### src/design/ssq_pkg.sv
// ----------------------------------------------------------------------------
// ssq_pkg
// Codes and control types shared by the sorted queue cells and top level.
// ----------------------------------------------------------------------------
package ssq_pkg;

  localparam logic MODE_ENQ = 1'b0;
  localparam logic MODE_DEQ = 1'b1;

  typedef enum logic [1:0] {
    STAT_OK    = 2'd0,
    STAT_FULL  = 2'd1,
    STAT_EMPTY = 2'd2
  } status_t;

  // Broadcast command to every cell of the chain.
  typedef struct packed {
    logic enq;
    logic deq;
  } cell_cmd_t;

endpackage

### src/design/stable_sorted_priority_queue.sv
// ----------------------------------------------------------------------------
// stable_sorted_priority_queue
// Bounded min-priority queue held as a sorted shift chain of cells.
// ----------------------------------------------------------------------------
// Usage:
// A transaction is offered with start high; it is taken at a rising edge
// where start is high and busy is low. in_mode selects enqueue of
// in_item_value with in_item_priority, or dequeue of the head entry.
// Every transaction yields exactly one result, shown on the out_ ports for
// one cycle with out_valid high, in the cycle right after acceptance.
// The receiver cannot stall; it must take the result in that cycle.
// Throughput is one transaction per cycle: every cell compares its stored
// priority with the new one in parallel and shifts in one step, so busy
// stays low. Equal priorities leave in arrival order because a new entry
// is placed behind every entry with lower or equal priority.
// An enqueue into a full queue is dropped with status full; a dequeue from
// an empty queue changes nothing and reports status empty.
// Reset (synchronous, rst_n low) empties the queue: all cell valid bits,
// the entry count and the result strobe are cleared.
// ----------------------------------------------------------------------------
module stable_sorted_priority_queue import ssq_pkg::*; #(
  parameter int CAPACITY      = 16,
  parameter int VALUE_BITS    = 16,
  parameter int PRIORITY_BITS = 16,
  localparam int COUNT_BITS   = $clog2(CAPACITY + 1)
) (
  input  logic                     clk,
  input  logic                     rst_n,
  input  logic                     start,
  output logic                     busy,
  input  logic                     in_mode,
  input  logic [VALUE_BITS-1:0]    in_item_value,
  input  logic [PRIORITY_BITS-1:0] in_item_priority,
  output logic                     out_valid,
  output logic [VALUE_BITS-1:0]    out_head_value,
  output logic [PRIORITY_BITS-1:0] out_head_priority,
  output logic [COUNT_BITS-1:0]    out_entry_count,
  output logic                     out_is_empty,
  output logic [1:0]               out_status
);

  localparam logic [COUNT_BITS-1:0] FULL_COUNT = COUNT_BITS'(CAPACITY);

  logic                  accept;
  logic                  is_full;
  logic                  is_none;
  cell_cmd_t             cmd;
  logic [COUNT_BITS-1:0] count_r, count_nxt;
  status_t               status_r, status_nxt;
  logic                  out_valid_r;

  // Per-cell outputs, each read at a fixed place by its neighbors.
  logic                     cell_le    [CAPACITY];
  logic                     cell_valid [CAPACITY];
  logic [VALUE_BITS-1:0]    cell_value [CAPACITY];
  logic [PRIORITY_BITS-1:0] cell_prio  [CAPACITY];

  // Every cell updates in parallel, so a transaction is never held off.
  assign busy    = 1'b0;
  assign accept  = start && !busy;
  assign is_full = (count_r == FULL_COUNT);
  assign is_none = (count_r == '0);

  always_comb begin
    cmd.enq    = accept && (in_mode == MODE_ENQ) && !is_full;
    cmd.deq    = accept && (in_mode == MODE_DEQ) && !is_none;
    count_nxt  = count_r;
    status_nxt = STAT_OK;
    if (cmd.enq) begin
      count_nxt = count_r + 1'b1;
    end else if (cmd.deq) begin
      count_nxt = count_r - 1'b1;
    end
    if (in_mode == MODE_ENQ && is_full) begin
      status_nxt = STAT_FULL;
    end else if (in_mode == MODE_DEQ && is_none) begin
      status_nxt = STAT_EMPTY;
    end
  end

  // Chain of cells; cell 0 is the head. Cell 0 sees a virtual left neighbor
  // that ranks ahead of everything, the last cell an empty right neighbor.
  for (genvar i = 0; i < CAPACITY; i++) begin : g_cell
    logic                     l_le;
    logic                     l_valid;
    logic [VALUE_BITS-1:0]    l_value;
    logic [PRIORITY_BITS-1:0] l_prio;
    logic                     r_valid;
    logic [VALUE_BITS-1:0]    r_value;
    logic [PRIORITY_BITS-1:0] r_prio;

    if (i == 0) begin : g_first
      assign l_le    = 1'b1;
      assign l_valid = 1'b0;
      assign l_value = '0;
      assign l_prio  = '0;
    end else begin : g_mid_l
      assign l_le    = cell_le[i-1];
      assign l_valid = cell_valid[i-1];
      assign l_value = cell_value[i-1];
      assign l_prio  = cell_prio[i-1];
    end

    if (i == CAPACITY - 1) begin : g_last
      assign r_valid = 1'b0;
      assign r_value = '0;
      assign r_prio  = '0;
    end else begin : g_mid_r
      assign r_valid = cell_valid[i+1];
      assign r_value = cell_value[i+1];
      assign r_prio  = cell_prio[i+1];
    end

    ssq_cell #(
      .VALUE_BITS   (VALUE_BITS),
      .PRIORITY_BITS(PRIORITY_BITS)
    ) u_cell (
      .clk           (clk),
      .rst_n         (rst_n),
      .cmd           (cmd),
      .new_value     (in_item_value),
      .new_priority  (in_item_priority),
      .left_le       (l_le),
      .left_valid    (l_valid),
      .left_value    (l_value),
      .left_priority (l_prio),
      .right_valid   (r_valid),
      .right_value   (r_value),
      .right_priority(r_prio),
      .le            (cell_le[i]),
      .valid         (cell_valid[i]),
      .value         (cell_value[i]),
      .priority_o    (cell_prio[i])
    );
  end

  always_ff @(posedge clk) begin
    if (!rst_n) begin
      count_r     <= '0;
      status_r    <= STAT_OK;
      out_valid_r <= 1'b0;
    end else begin
      count_r     <= count_nxt;
      out_valid_r <= accept;
      if (accept) begin
        status_r <= status_nxt;
      end
    end
  end

  // The cells hold the post-transaction state during the result cycle.
  assign out_valid         = out_valid_r;
  assign out_head_value    = cell_valid[0] ? cell_value[0] : '0;
  assign out_head_priority = cell_valid[0] ? cell_prio[0] : '0;
  assign out_entry_count   = count_r;
  assign out_is_empty      = is_none;
  assign out_status        = status_r;

endmodule

### src/design/ssq_cell.sv
// ----------------------------------------------------------------------------
// ssq_cell
// One slot of the sorted chain: keeps, inserts, or takes a neighbor's entry.
// ----------------------------------------------------------------------------
module ssq_cell import ssq_pkg::*; #(
  parameter int VALUE_BITS    = 16,
  parameter int PRIORITY_BITS = 16
) (
  input  logic                     clk,
  input  logic                     rst_n,
  input  cell_cmd_t                cmd,
  input  logic [VALUE_BITS-1:0]    new_value,
  input  logic [PRIORITY_BITS-1:0] new_priority,
  input  logic                     left_le,
  input  logic                     left_valid,
  input  logic [VALUE_BITS-1:0]    left_value,
  input  logic [PRIORITY_BITS-1:0] left_priority,
  input  logic                     right_valid,
  input  logic [VALUE_BITS-1:0]    right_value,
  input  logic [PRIORITY_BITS-1:0] right_priority,
  output logic                     le,
  output logic                     valid,
  output logic [VALUE_BITS-1:0]    value,
  output logic [PRIORITY_BITS-1:0] priority_o
);

  logic                     valid_r, valid_nxt;
  logic [VALUE_BITS-1:0]    value_r, value_nxt;
  logic [PRIORITY_BITS-1:0] prio_r, prio_nxt;

  // Entries are sorted, so le is true on a prefix of the chain.
  assign le = valid_r && (prio_r <= new_priority);

  always_comb begin
    valid_nxt = valid_r;
    value_nxt = value_r;
    prio_nxt  = prio_r;
    if (cmd.enq && !le) begin
      if (left_le) begin
        valid_nxt = 1'b1;
        value_nxt = new_value;
        prio_nxt  = new_priority;
      end else begin
        valid_nxt = left_valid;
        value_nxt = left_value;
        prio_nxt  = left_priority;
      end
    end else if (cmd.deq) begin
      valid_nxt = right_valid;
      value_nxt = right_value;
      prio_nxt  = right_priority;
    end
  end

  always_ff @(posedge clk) begin
    if (!rst_n) begin
      valid_r <= 1'b0;
    end else begin
      valid_r <= valid_nxt;
    end
    value_r <= value_nxt;
    prio_r  <= prio_nxt;
  end

  assign valid      = valid_r;
  assign value      = value_r;
  assign priority_o = prio_r;

endmodule

### config.mk
export PLATFORM = sky130hd
export DESIGN_NAME = stable_sorted_priority_queue
export DESIGN_NICKNAME = d
export VERILOG_FILES = /design/src/design/ssq_pkg.sv /design/src/design/stable_sorted_priority_queue.sv /design/src/design/ssq_cell.sv
export SDC_FILE = /design/constraint.sdc
export NUM_CORES = 1
export LEC_CHECK = 0
export ABC_AREA = 0
export BUFFER_PORTS_ARGS = -buffer_cell sky130_fd_sc_hd__buf_2
export CORE_MARGIN = 1.5
export CORE_UTILIZATION = 28
export DETAILED_ROUTE_END_ITERATION = 8
export GPL_TIMING_DRIVEN = 1
export PLACE_DENSITY = 0.52
export SLEW_MARGIN = 20
export SYNTH_ARGS = -nofsm -noshare
export SYNTH_HDL_FRONTEND = slang
export SYNTH_SLANG_ARGS = --single-unit
### constraint.sdc
create_clock -name clk -period 8 [get_ports clk]
set_input_delay 1.6 -clock clk [delete_from_list [all_inputs] [get_ports clk]]
set_output_delay 1.6 -clock clk [all_outputs]
set_load 0.1 [all_outputs]
## After elaboration in Yosys (flattened, before gate mapping)

Index checks and enable logic that the tools add are counted.

| storage, ports and cells | value |
|---|---|
| bits in registers | 536 |
| bits of input ports | 36 |
| output and inout port bits | 42 |
| logic and storage cells | 291 |

| operators by class | value |
|---|---|
| $add $sub $neg | 2 |
| order comparisons | 16 |
| eq/ne operators | 1 |
| muxes and demuxes | 146 |
| bitwise gates (word level) | 1 |
| reductions and logical operators | 74 |

Operators by type and width:

| operator | count |
|---|---|
| $mux 16 | 95 |
| $le 16x16->1 | 16 |
| $mux 1 | 47 |
| $logic_and 1x1->1 | 38 |
| $reduce_bool 2->1 | 17 |
| $logic_not 1->1 | 18 |
| $mux 5 | 2 |
| $add 5x1->5 const B | 1 |
| $eq 5x5->1 const B | 1 |
| $logic_not 5->1 | 1 |
| $sub 5x1->5 const B | 1 |
| $mux 2 | 2 |
| $not 1->1 | 1 |

## Depth between registers and ports, before layout

Gate-level depths: netlist of the first run.

| logic depth | value |
|---|---|
| word-level depth | 5 |
| depth in mapped cells | 12 |
| gate-level depth less buffers | 10 |

## Cells and area by module

A second synthesis of the first run with hierarchy kept.

| unflattened totals | value |
|---|---|
| cell total of the unflattened synthesis | 2907 |
| area total of the unflattened synthesis | 38329.3 µm² |

Modules (own cells, without submodules):

| module | times used | cells an instance | area each (µm²) | sequential area each (µm²) |
|---|---|---|---|---|
| ssq_cell at g_cell[0].u_cell ... | 12 | 174 | 2366.0 | 980.9 |
| ssq_cell at g_cell[6].u_cell ... | 4 | 181 | 2301.0 | 980.9 |
| stable_sorted_priority_queue | 1 | 95 | 733.2 | 160.2 |

## Worst setup path after synthesis of the first run

No wires, ideal clock.

| timing path | value |
|---|---|
| path type | in2reg |
| start | input port in_item_priority[15] |
| end | register g_cell[8].u_cell.prio_r[0] (enable) |
| setup time | 466 ps |
| arrival | 5873 ps |
| data required time | 7534 ps |
| slack | 1661 ps |
| stages on the path | 10 |
| path buffers | 3 |
| cells stage by stage | clkbuf_1 > inv_1 > ha_1 > nand4_1 > nor4_1 > o21ai_0 > and3_1 > clkbuf_1 > clkbuf_1 > o21ai_0 |

| on the way | value |
|---|---|
| cells in the longest elaborated chain, start to end | 5 |

RTL lines:

| item | line | RTL |
|---|---|---|
| start: declaration | stable_sorted_priority_queue.sv:33 | `input logic [PRIORITY_BITS-1:0] in_item_priority,` |
| $le 16x16->1 | ssq_cell.sv:32 | `assign le = valid_r && (prio_r <= new_priority);` |
| $logic_and 1x1->1 | ssq_cell.sv:32 |  |
| $logic_not 1->1 | ssq_cell.sv:38 | `if (cmd.enq && !le) begin` |
| $logic_and 1x1->1 | ssq_cell.sv:38 |  |
| $reduce_bool 2->1 (no source line) | - |  |
| end signal: assignment | ssq_cell.sv:62 | `prio_r <= prio_nxt;` |
| end: declaration | ssq_cell.sv:29 | `logic [PRIORITY_BITS-1:0] prio_r, prio_nxt;` |

No other way between the ends.
A chain may end at the register's enable or synchronous reset.

## Final worst setup path of the first run

| timing path | value |
|---|---|
| start | input port in_item_priority[14] |
| end | register g_cell[10].u_cell.value_r[1] (enable) |

| on the way | value |
|---|---|
| cells in the longest elaborated chain, start to end | 5 |

RTL lines:

| item | line | RTL |
|---|---|---|
| $le 16x16->1 | ssq_cell.sv:32 |  |
| $logic_and 1x1->1 | ssq_cell.sv:32 |  |
| $logic_not 1->1 | ssq_cell.sv:38 |  |
| $logic_and 1x1->1 | ssq_cell.sv:38 |  |
| $reduce_bool 2->1 (no source line) | - |  |
| end signal: assignment | ssq_cell.sv:61 | `value_r <= value_nxt;` |
| end: declaration | ssq_cell.sv:28 | `logic [VALUE_BITS-1:0] value_r, value_nxt;` |

No other way between the ends.

==> results of run 1 <==
-- worst max path at each step --
stage                                    start                        endpoint  slack [ns]  cells past startpoint
final                     in_item_priority[14]      g_cell[10].u_cell.value[1]        2.54                     10
after global routing      in_item_priority[14]      g_cell[10].u_cell.value[1]        2.31                     10
after CTS                 in_item_priority[14]      g_cell[10].u_cell.value[7]        2.55                     10
after detailed placement  in_item_priority[14]      g_cell[10].u_cell.value[4]        1.90                     10
after global placement    in_item_priority[14]      g_cell[10].u_cell.value[3]        1.97                     10
after floorplan           in_item_priority[15]  g_cell[8].u_cell.priority_o[0]        1.66                     10
-- stage by stage --
stage / power (mW) / cell area [µm²] / setup slack [ns]
after floorplan: 6.380 / 34570 / 1.661
after global placement: 7.285 / 36420 / 1.966
after detailed placement: 7.337 / 36420 / 1.903
after CTS: 10.37 / 38510 / 2.551
after global routing: 10.85 / 38520 / 2.307
final: 10.32 / 38520 / 2.544
-- layer usage --
metal  up-vias  part of all wire
li1      12567                 -
met2       787              0.46
met1     13511              0.47
met3       146             0.054
met4        10             0.018
met5         -           0.00046
-- kinds of logic (layout without fill, tap and decap cells) --
| kind of cell | count (synthesis) | after routing | share of synthesized area |
|---|---|---|---|
| flops | 536 | 536 | 0.4587 |
| fa+ha+maj | 260 | 260 | 0.09433 |
| mux | 389 | 389 | 0.1160 |
| buf+inv | 348 | 316 | 0.04514 |
| xor+xnor | 3 | 3 | 0.0007603 |
| other cells | 1 | 2 | 0.0001085 |
| simple gates | 461 | 461 | 0.07772 |
| compound gates | 1276 | 1276 | 0.2072 |
-- power breakdown --
| part | internal (mW) | switching (mW) |
|---|---|---|
| sequential | 3.97 | 0.472 |
| combinational | 0.987 | 1.87 |
| clock | 1.74 | 1.28 |
-- cell usage after synthesis, types with 5 or more instances --
master	number
a2bb2oi_1	36
buf_6	7
ha_1	259
or3_1	6
a31oi_1	165
o21a_1	13
clkbuf_1	154
nand2_1	113
mux2_2	64
a311oi_1	32
nand3b_1	94
and4_1	5
nor2_1	31
nor2b_1	13
mux2_1	30
dfxtp_1	24
mux2i_1	295
a2111oi_0	5
or2_2	12
nor3_2	5
nor3_1	9
nand4_1	35
nand3_1	43
buf_2	117
nor4_1	15
a21o_1	13
o21bai_1	5
a21oi_1	748
and3_1	12
buf_4	14
edfxtp_1	512
o21ai_1	14
o21ai_0	192
a211oi_1	8
o211a_1	6
nand2b_1	11
and2_1	41
inv_1	49
-- worst max-delay path, delay by kind of cell --
family	cells	cell delay, ns
compound gates	2	0.61
buf+inv	3	1.13
simple gates	4	1.85
fa+ha+maj	1	0.46
-- sequential cells by signal, summed over array words and instances (netlist names) --
signal / flops
g_cell.u_cell.priority_o: 256
out_entry_count: 5
out_status: 2
g_cell.u_cell.value: 256
out_valid: 1
g_cell.u_cell.valid: 16
-- final cells by class --
type / instances / area, µm²
Clock inverter: 33 / 314.1
Antenna cell: 1 / 2.502
Clock buffer: 83 / 1778
Multi-Input combinational cell: 2390 / 17400
Fill cell: 12485 / 83670
Sequential cell: 536 / 15860
Inverter: 50 / 187.7
Timing Repair Buffer: 150 / 948.4
Tap cell: 1625 / 2033
==> qor.yml, run 1 <==
run_status:
  status: "finished clean"
routing:
  wl_per_cell_um: 22.22
  vias: 27021
  drt_iter0_drc: 2290
  drt-total-wl_um: 108200
  post-route-drc-count: 0
  first_pass_iters: 6
  ant_nets: 0
  viasPerCell: 5.551
grt:
  met3_usage: 0.02545
  grt_pass1_wl_um: 165700
  grt.busiest_layer: "met2"
  grt_max_degree: 102
  grt_antenna_before_repair: 5
  use_met2: 0.2630
  grt.overflow.total: 0
  grt_pass1_vias: 26542
  grtUsageMet1: 0.2384
  gr-usage-all-layers: 0.1665
worst_setup_path:
  crit_path_max_fanout: 35
  critical_path.endpoint_type: "flip-flop"
  r2r_end: "g_cell[10].u_cell.value[1]"
  crit_required_ns: 8.23
  rr_startpoint: "g_cell[10].u_cell.priority_o[15]"
  crit_arrival_ns: 5.69
  slowest_delay_ns: 0.74
  path_cells: "buf_2 > inv_1 > ha_1 > nand4_1 > or4_1 > a21o_1 > o211a_2 > nor3_4 > buf_4 > or2_2"
  r2r_slack_ns: 3.94
  r2r_cells: 8
  cp-start-kind: "primary input"
  critPathSlowestCell: "or2_2"
  path_class: "in -> reg"
min_path:
  holdPathEnd: "out_status[1]"
  hold_path_startpoint: "out_status[1]"
  hp-class: "reg -> reg"
  hold_depth: 2
die:
  rows: 128
  core_area_um2: 122200
  die_area_um2: 125600
  start_util: 0.2829
  io_pins: 78
  fp.dieW_um: 354.4
  dieHeight_um: 354.4
place:
  portBuffers: 76
  place_inst: 4751
  place_congestion: 0.8606
  hpwl_um: 74590
synth:
  yosysWarningCount: 0
  yosys.area.top_type: "edfxtp_1"
  synth-seq-area-share: 0.4587
  syn_nets: 3570
  synthDistinctLibCells: 77
  synth_edf_count: 512
  avgSynthCellArea_um2: 10.56
  synth.area.top_cells: "edfxtp_1, a21oi_1, ha_1"
  syn_area_um2: 34570
  synth_top_flop_cell: "edfxtp_1"
  syn_inst: 3274
  synth_top_area_share: 0.4448
  async_flop_share: 0
  ys_ff_latch: 536
clock_network:
  post_cts_resized: 0
  path_clk_slew_ns: 0.06
  clock_sink_count: 536
  numCtsBuffers: 67
  clockBufferDepth: 3
  insertion_delay_ns: 0.62
  h-tree-depth: 3
  cts_hold_buf: 0
  cts_setup_buffers: 0
  cts_tree: "yes"
  cts-root-buf: "clkbuf_16"
finish:
  utilization: 0.3153
  layout_commonest_cell: "a21oi_1"
  final_cell_mix: "a21oi_1, edfxtp_1, mux2i_1, ha_1, o21ai_0"
  nNetsFinal: 3491
  drive_above_1_share: 0.1107
  syn_to_final_growth_pct: 11.45
  finalNonFillerCells: 4868
pwr:
  powerDensity_nw_per_um2: 267.8
  ir_drop_uv: 203.8
  p_leak_nw: 15.44
timing:
  slew_viol_final: 0
  finalCritPeriodShare: 0.6820
  fin_skew_ns: 0.02434
  slew_headroom: 0.2284
  fin_setup_tns_ns: 0
  holdWs_ns: 0.4577
  worst_pin_slew_ns: 1.157
  final-setup-viol-count: 0
  rsz0062_at_grt: "false"
  finalCriticalPeriod_ns: 5.456
  hold_viol: 0
  clock.fmax_ghz: 0.1833
job:
  cap_violations: 0
No activity file was read; power rests on OpenSTA's default activity.
==> inputs of run 2 (changes only) <==
--- a/config.mk
+++ b/config.mk
@@ -11,7 +11,7 @@
 export CORE_UTILIZATION = 28
 export DETAILED_ROUTE_END_ITERATION = 8
 export GPL_TIMING_DRIVEN = 1
-export PLACE_DENSITY = 0.52
+export PLACE_DENSITY = 0.53
 export SLEW_MARGIN = 20
 export SYNTH_ARGS = -nofsm -noshare
 export SYNTH_HDL_FRONTEND = slang
==> constraint.sdc (replaced) <==
create_clock -name clk -period 4.6 [get_ports clk]
set_input_delay 0.92 -clock clk [delete_from_list [all_inputs] [get_ports clk]]
set_output_delay 0.92 -clock clk [all_outputs]
set_load 0.1 [all_outputs]
==> qor.yml, run 2 (synthesis gave the netlist of run 1 again) <==
run_status:
  status: "finished clean"
pwr:
  p_comb_frac: 0.284
  internal-power_mw: 11.46
  netSwitchingFraction: 0.3505
  clkPwrFrac: 0.280
  powerDensity_nw_per_um2: 452.1
  p_leak_nw: 15.74
  p_sw_mw: 6.182
  p_seq_frac: 0.436
  ir_drop_uv: 269.3
place:
  hpwl_um: 74210
  place_inst: 4810
  portBuffers: 76
  place_ws_ns: 0.002655
  place_congestion: 0.8367
finish:
  drive_above_1_share: 0.1240
  final_cell_mix: "a21oi_1, edfxtp_1, mux2i_1, ha_1, o21ai_0"
  finalNonFillerCells: 4924
  n_antenna_cell: 0
  nFillCells: 12559
  nNetsFinal: 3549
  syn_to_final_growth_pct: 12.88
  utilization: 0.3193
  layout_commonest_cell: "a21oi_1"
worst_setup_path:
  rr_startpoint: "g_cell[11].u_cell.priority_o[15]"
  r2r_end: "g_cell[11].u_cell.value[1]"
  crit_path_max_fanout: 64
  critical_path.endpoint_type: "flip-flop"
  critPathSlowestCell: "buf_4"
  r2r_cells: 8
  r2r_slack_ns: 1.00
  slowest_delay_ns: 0.66
  cp-start-kind: "primary input"
  crit_top_cell: "buf_4"
  crit_required_ns: 4.94
  crit_arrival_ns: 4.32
  path_cells: "buf_2 > inv_1 > buf_4 > ha_1 > nand4_1 > nor4_1 > o21ai_0 > a31oi_4 > buf_4 > mux2i_1 > a21oi_1"
  path_class: "in -> reg"
grt:
  use_met2: 0.2542
  grt_pass1_vias: 27275
  gr-usage-all-layers: 0.1595
  grt.overflow.total: 0
  met3_usage: 0.02350
  grt_max_degree: 83
  grt_pass1_wl_um: 161500
  grt.busiest_layer: "met2"
  grtUsageMet1: 0.2257
  grt_antenna_before_repair: 6
timing:
  worst_pin_slew_ns: 1.032
  finalCritPeriodShare: 0.8662
  rsz0062_at_grt: "false"
  fin_setup_tns_ns: 0
  fin_skew_ns: 0.02140
  clock.fmax_ghz: 0.2510
  worst_slack_ns: 0.6154
  finalCriticalPeriod_ns: 3.985
  final-setup-viol-count: 0
  slew_headroom: 0.3109
  slew_viol_final: 0
  hold_viol: 0
routing:
  ant_nets: 0
  drt_iter0_drc: 1892
  vias: 26997
  viasPerCell: 5.483
  wl_per_cell_um: 21.04
  post-route-drc-count: 0
  first_pass_iters: 5
  drt-total-wl_um: 103600
clock_network:
  cts_setup_buffers: 0
  h-tree-depth: 3
  numCtsBuffers: 66
  cts_hold_buf: 0
  path_clk_slew_ns: 0.06
  clockBufferDepth: 3
  insertion_delay_ns: 0.61
  cts_tree: "yes"
  clock_sink_count: 536
  cts-root-buf: "clkbuf_16"
  post_cts_resized: 0
die:
  die_area_um2: 125600
  core_area_um2: 122200
  fp.dieW_um: 354.4
  start_util: 0.2829
  dieHeight_um: 354.4
  io_pins: 78
  rows: 128
min_path:
  hold_path_startpoint: "out_status[1]"
  hp-class: "reg -> reg"
  hold_depth: 2
  holdPathEnd: "out_status[1]"
job:
  cap_violations: 0
run 2: changes by cell type in the layout (fill, tap and decap cells not counted), moves of 2 or more:
cell and change:
a211o_2 -2, buf_12 +16, buf_4 +43, bufinv_16 -5
clkbuf_1 +4, clkinv_1 +2, clkinv_2 -4, clkinv_8 -2
inv_6 +2
run 2: metal layers:
metal  wire length [µm]  vias to the layer above  part of all wire
met2              48120                      555              0.46
li1                   -                    12685                 -
met1              48810                    13590              0.47
met3               4399                      157             0.042
met4               2205                       10             0.021
met5                 55                        -           0.00053
run 2: per-stage QoR:
step                      power [mW]  hold WS (ns)  cell area (µm²)
after floorplan                11.09        0.4745            34570
final                          17.64        0.4590            39020
after detailed placement       12.79        0.4538            37070
after global placement         12.68        0.4534            37060
after CTS                      17.78        0.4628            39020
after global routing           18.63        0.4915            39020
run 2: how the worst max path moves through the flow:
stage                              start                              to  slack (ns)  depth (start not counted)
global route        in_item_priority[14]       g_cell[7].u_cell.value[7]        0.33                         11
global placement    in_item_priority[14]      g_cell[7].u_cell.value[11]         0.1                         11
detailed placement  in_item_priority[14]       g_cell[7].u_cell.value[3]       0.003                         11
finish              in_item_priority[14]      g_cell[7].u_cell.value[11]        0.62                         11
CTS                 in_item_priority[14]      g_cell[7].u_cell.value[11]        0.65                         11
floorplan             out_entry_count[0]  g_cell[0].u_cell.priority_o[0]        0.09                          6
run 2: worst max-delay path, delay by kind of cell:
| family | cells | cell delay, ns |
|---|---|---|
| AO/OA/AOI/OAI | 3 | 0.74 |
| adder cells (fa/ha/maj) | 1 | 0.15 |
| buffers and inverters | 4 | 1.44 |
| multiplexers | 1 | 0.29 |
| AND/OR/NAND/NOR | 2 | 0.73 |
run 2: power groups by stage:
stage	Clock, mW	Combinational [mW]	Sequential [mW]
after floorplan	0	3.59	7.50
after global placement	0	4.88	7.80
after detailed placement	0	5.00	7.79
after CTS	5.06	5.02	7.71
after global routing	5.24	5.59	7.81
final	4.94	5.00	7.69
run 2: cell type report:
cell class / count / area (µm²) / area share
Clock buffer: 87 / 1793 / 0.04595
Clock inverter: 27 / 156.4 / 0.004009
Inverter: 50 / 187.7 / 0.004810
Multi-Input combinational cell: 2390 / 17400 / 0.4459
Sequential cell: 536 / 15860 / 0.4064
Tap cell: 1625 / 2033 / 0.05211
Timing Repair Buffer: 209 / 1592 / 0.04079
==> inputs of run 3 (changes only) <==
--- a/config.mk
+++ b/config.mk
@@ -12,6 +12,7 @@
 export DETAILED_ROUTE_END_ITERATION = 8
 export GPL_TIMING_DRIVEN = 1
 export PLACE_DENSITY = 0.53
+export RECOVER_POWER = 25
 export SLEW_MARGIN = 20
 export SYNTH_ARGS = -nofsm -noshare
 export SYNTH_HDL_FRONTEND = slang
==> qor.yml, run 3 (synthesis gave the netlist of run 1 again) <==
worst_setup_path:
  cp_top_family: "buffers and inverters"
  startpoint: "in_item_priority[11]"
  crit_arrival_ns: 4.43
  slowest_delay_ns: 0.75
  critical_path.endpoint_type: "flip-flop"
  crit_path_max_fanout: 32
  cp-start-kind: "primary input"
  path_class: "in -> reg"
  critPathSlowestCell: "clkbuf_2"
  worst-path-buf-inv: 3
  rr_startpoint: "out_entry_count[0]"
  path_cells: "clkbuf_1 > inv_1 > ha_1 > nand4_1 > nor4_1 > a21boi_0 > o41a_1 > o21ai_0 > nand2_1 > clkbuf_2"
  crit_required_ns: 4.83
timing:
  fin_skew_ns: 0.02091
  hold_viol: 0
  finalCritPeriodShare: 0.9128
  fin_setup_tns_ns: 0
  slew_headroom: -0.1254
  final-setup-viol-count: 0
  rsz0062_at_grt: "false"
  slew_viol_final: 26
  clock.fmax_ghz: 0.2382
  finalCriticalPeriod_ns: 4.199
  worst_pin_slew_ns: 1.682
routing:
  drt-total-wl_um: 103600
  viasPerCell: 5.487
  drt_iter0_drc: 2068
  ant_nets: 0
  post-route-drc-count: 0
  wl_per_cell_um: 21.04
  vias: 27019
  first_pass_iters: 5
pwr:
  clkPwrFrac: 0.281
  internal-power_mw: 11.41
  p_total_mw: 17.59
  netSwitchingFraction: 0.3513
  p_seq_frac: 0.437
  ir_drop_uv: 268.8
  p_comb_frac: 0.281
  powerDensity_nw_per_um2: 453.5
  p_leak_nw: 15.47
  p_sw_mw: 6.181
die:
  fp.dieW_um: 354.4
  dieHeight_um: 354.4
  start_util: 0.2829
  core_area_um2: 122200
  die_area_um2: 125600
  rows: 128
  io_pins: 78
grt:
  grt_pass1_vias: 27275
  grt.overflow.total: 0
  gr-usage-all-layers: 0.1595
  grt_pass1_wl_um: 161500
  grt_max_degree: 83
  grt_antenna_before_repair: 6
clock_network:
  cts_tree: "yes"
  insertion_delay_ns: 0.61
  clock_sink_count: 536
  cts-root-buf: "clkbuf_16"
  post_cts_resized: 0
  cts_hold_buf: 0
  clockBufferDepth: 3
  cts_setup_buffers: 0
  numCtsBuffers: 66
  path_clk_slew_ns: 0.06
  h-tree-depth: 3
finish:
  final_cell_mix: "a21oi_1, edfxtp_1, mux2i_1, ha_1, o21ai_0"
  nNetsFinal: 3549
  layout_commonest_cell: "a21oi_1"
  n_antenna_cell: 0
  syn_to_final_growth_pct: 12.22
  drive_above_1_share: 0.1064
run_status:
  violations: "max-capacitance violations, max-slew violations"
  status: "finished with violations"
place:
  place_congestion: 0.8367
  hpwl_um: 74210
  portBuffers: 76
min_path:
  hold_path_startpoint: "out_status[1]"
  hp-class: "reg -> reg"
job:
  cap_violations: 1
[run 3: path summary, 6_finish.rpt]
path	to	slack [ns]	cells past startpoint
worst min register to register	out_status[1]	0.46	2
worst min-delay path	out_status[1]	0.46	2
worst max-delay path	g_cell[15].u_cell.value[6]	0.40	10
worst max register to register	g_cell[8].u_cell.value[13]	0.58	6
[run 3: power by group through the flow]
stage / Clock [mW] / Combinational [mW] / Sequential [mW]
2_1_floorplan: 0 / 3.59 / 7.50
3_3_place_gp: 0 / 4.88 / 7.80
3_5_place_dp: 0 / 5.00 / 7.79
4_1_cts: 5.06 / 5.02 / 7.71
5_1_grt: 5.24 / 5.53 / 7.81
6_report: 4.95 / 4.95 / 7.70
[run 3: per-layer routing]
layer  GRT usage  share of wire  wire length [µm]
met5           0        0.00053                55
met4     0.03991          0.022              2239
met3     0.02350          0.043              4422
met2      0.2542           0.46             48050
met1      0.2257           0.47             48840
[run 3: layout make-up]
| cell class | count | area [µm²] |
|---|---|---|
| multi-input cells | 2390 | 17350 |
| fillers | 12604 | 83410 |
| repair buffers | 209 | 1413 |
| well taps | 1625 | 2033 |
| clock buffers | 87 | 1793 |
| inverters | 50 | 187.7 |
| flip-flops and latches | 536 | 15860 |
| clock inverters | 27 | 156.4 |
[run 3: metrics by stage]
step / worst slack [ns] / cells / cell area (µm²) / utilization / hold WS (ns)
detailed placement: 0.002655 / 4810 / 37070 / 0.3033 / 0.4538
finish: 0.4011 / 4924 / 38790 / 0.3174 / 0.4617
global route: 0.1773 / 4924 / 38790 / 0.3174 / 0.4946
CTS: 0.6478 / 4924 / 39020 / 0.3193 / 0.4628
floorplan: 0.09346 / 3274 / 34570 / - / 0.4745
global placement: 0.09737 / 4810 / 37060 / 0.3033 / 0.4534
[run 3: worst register-to-register path, cell delays in order, from the launching register on]
cell	delay, ns
dfxtp_1	0.37
nor4_1	0.65
nor2b_1	0.38
or2_0	0.65
clkbuf_1	0.78
o21ai_2	0.10
clkbuf_2	0.60
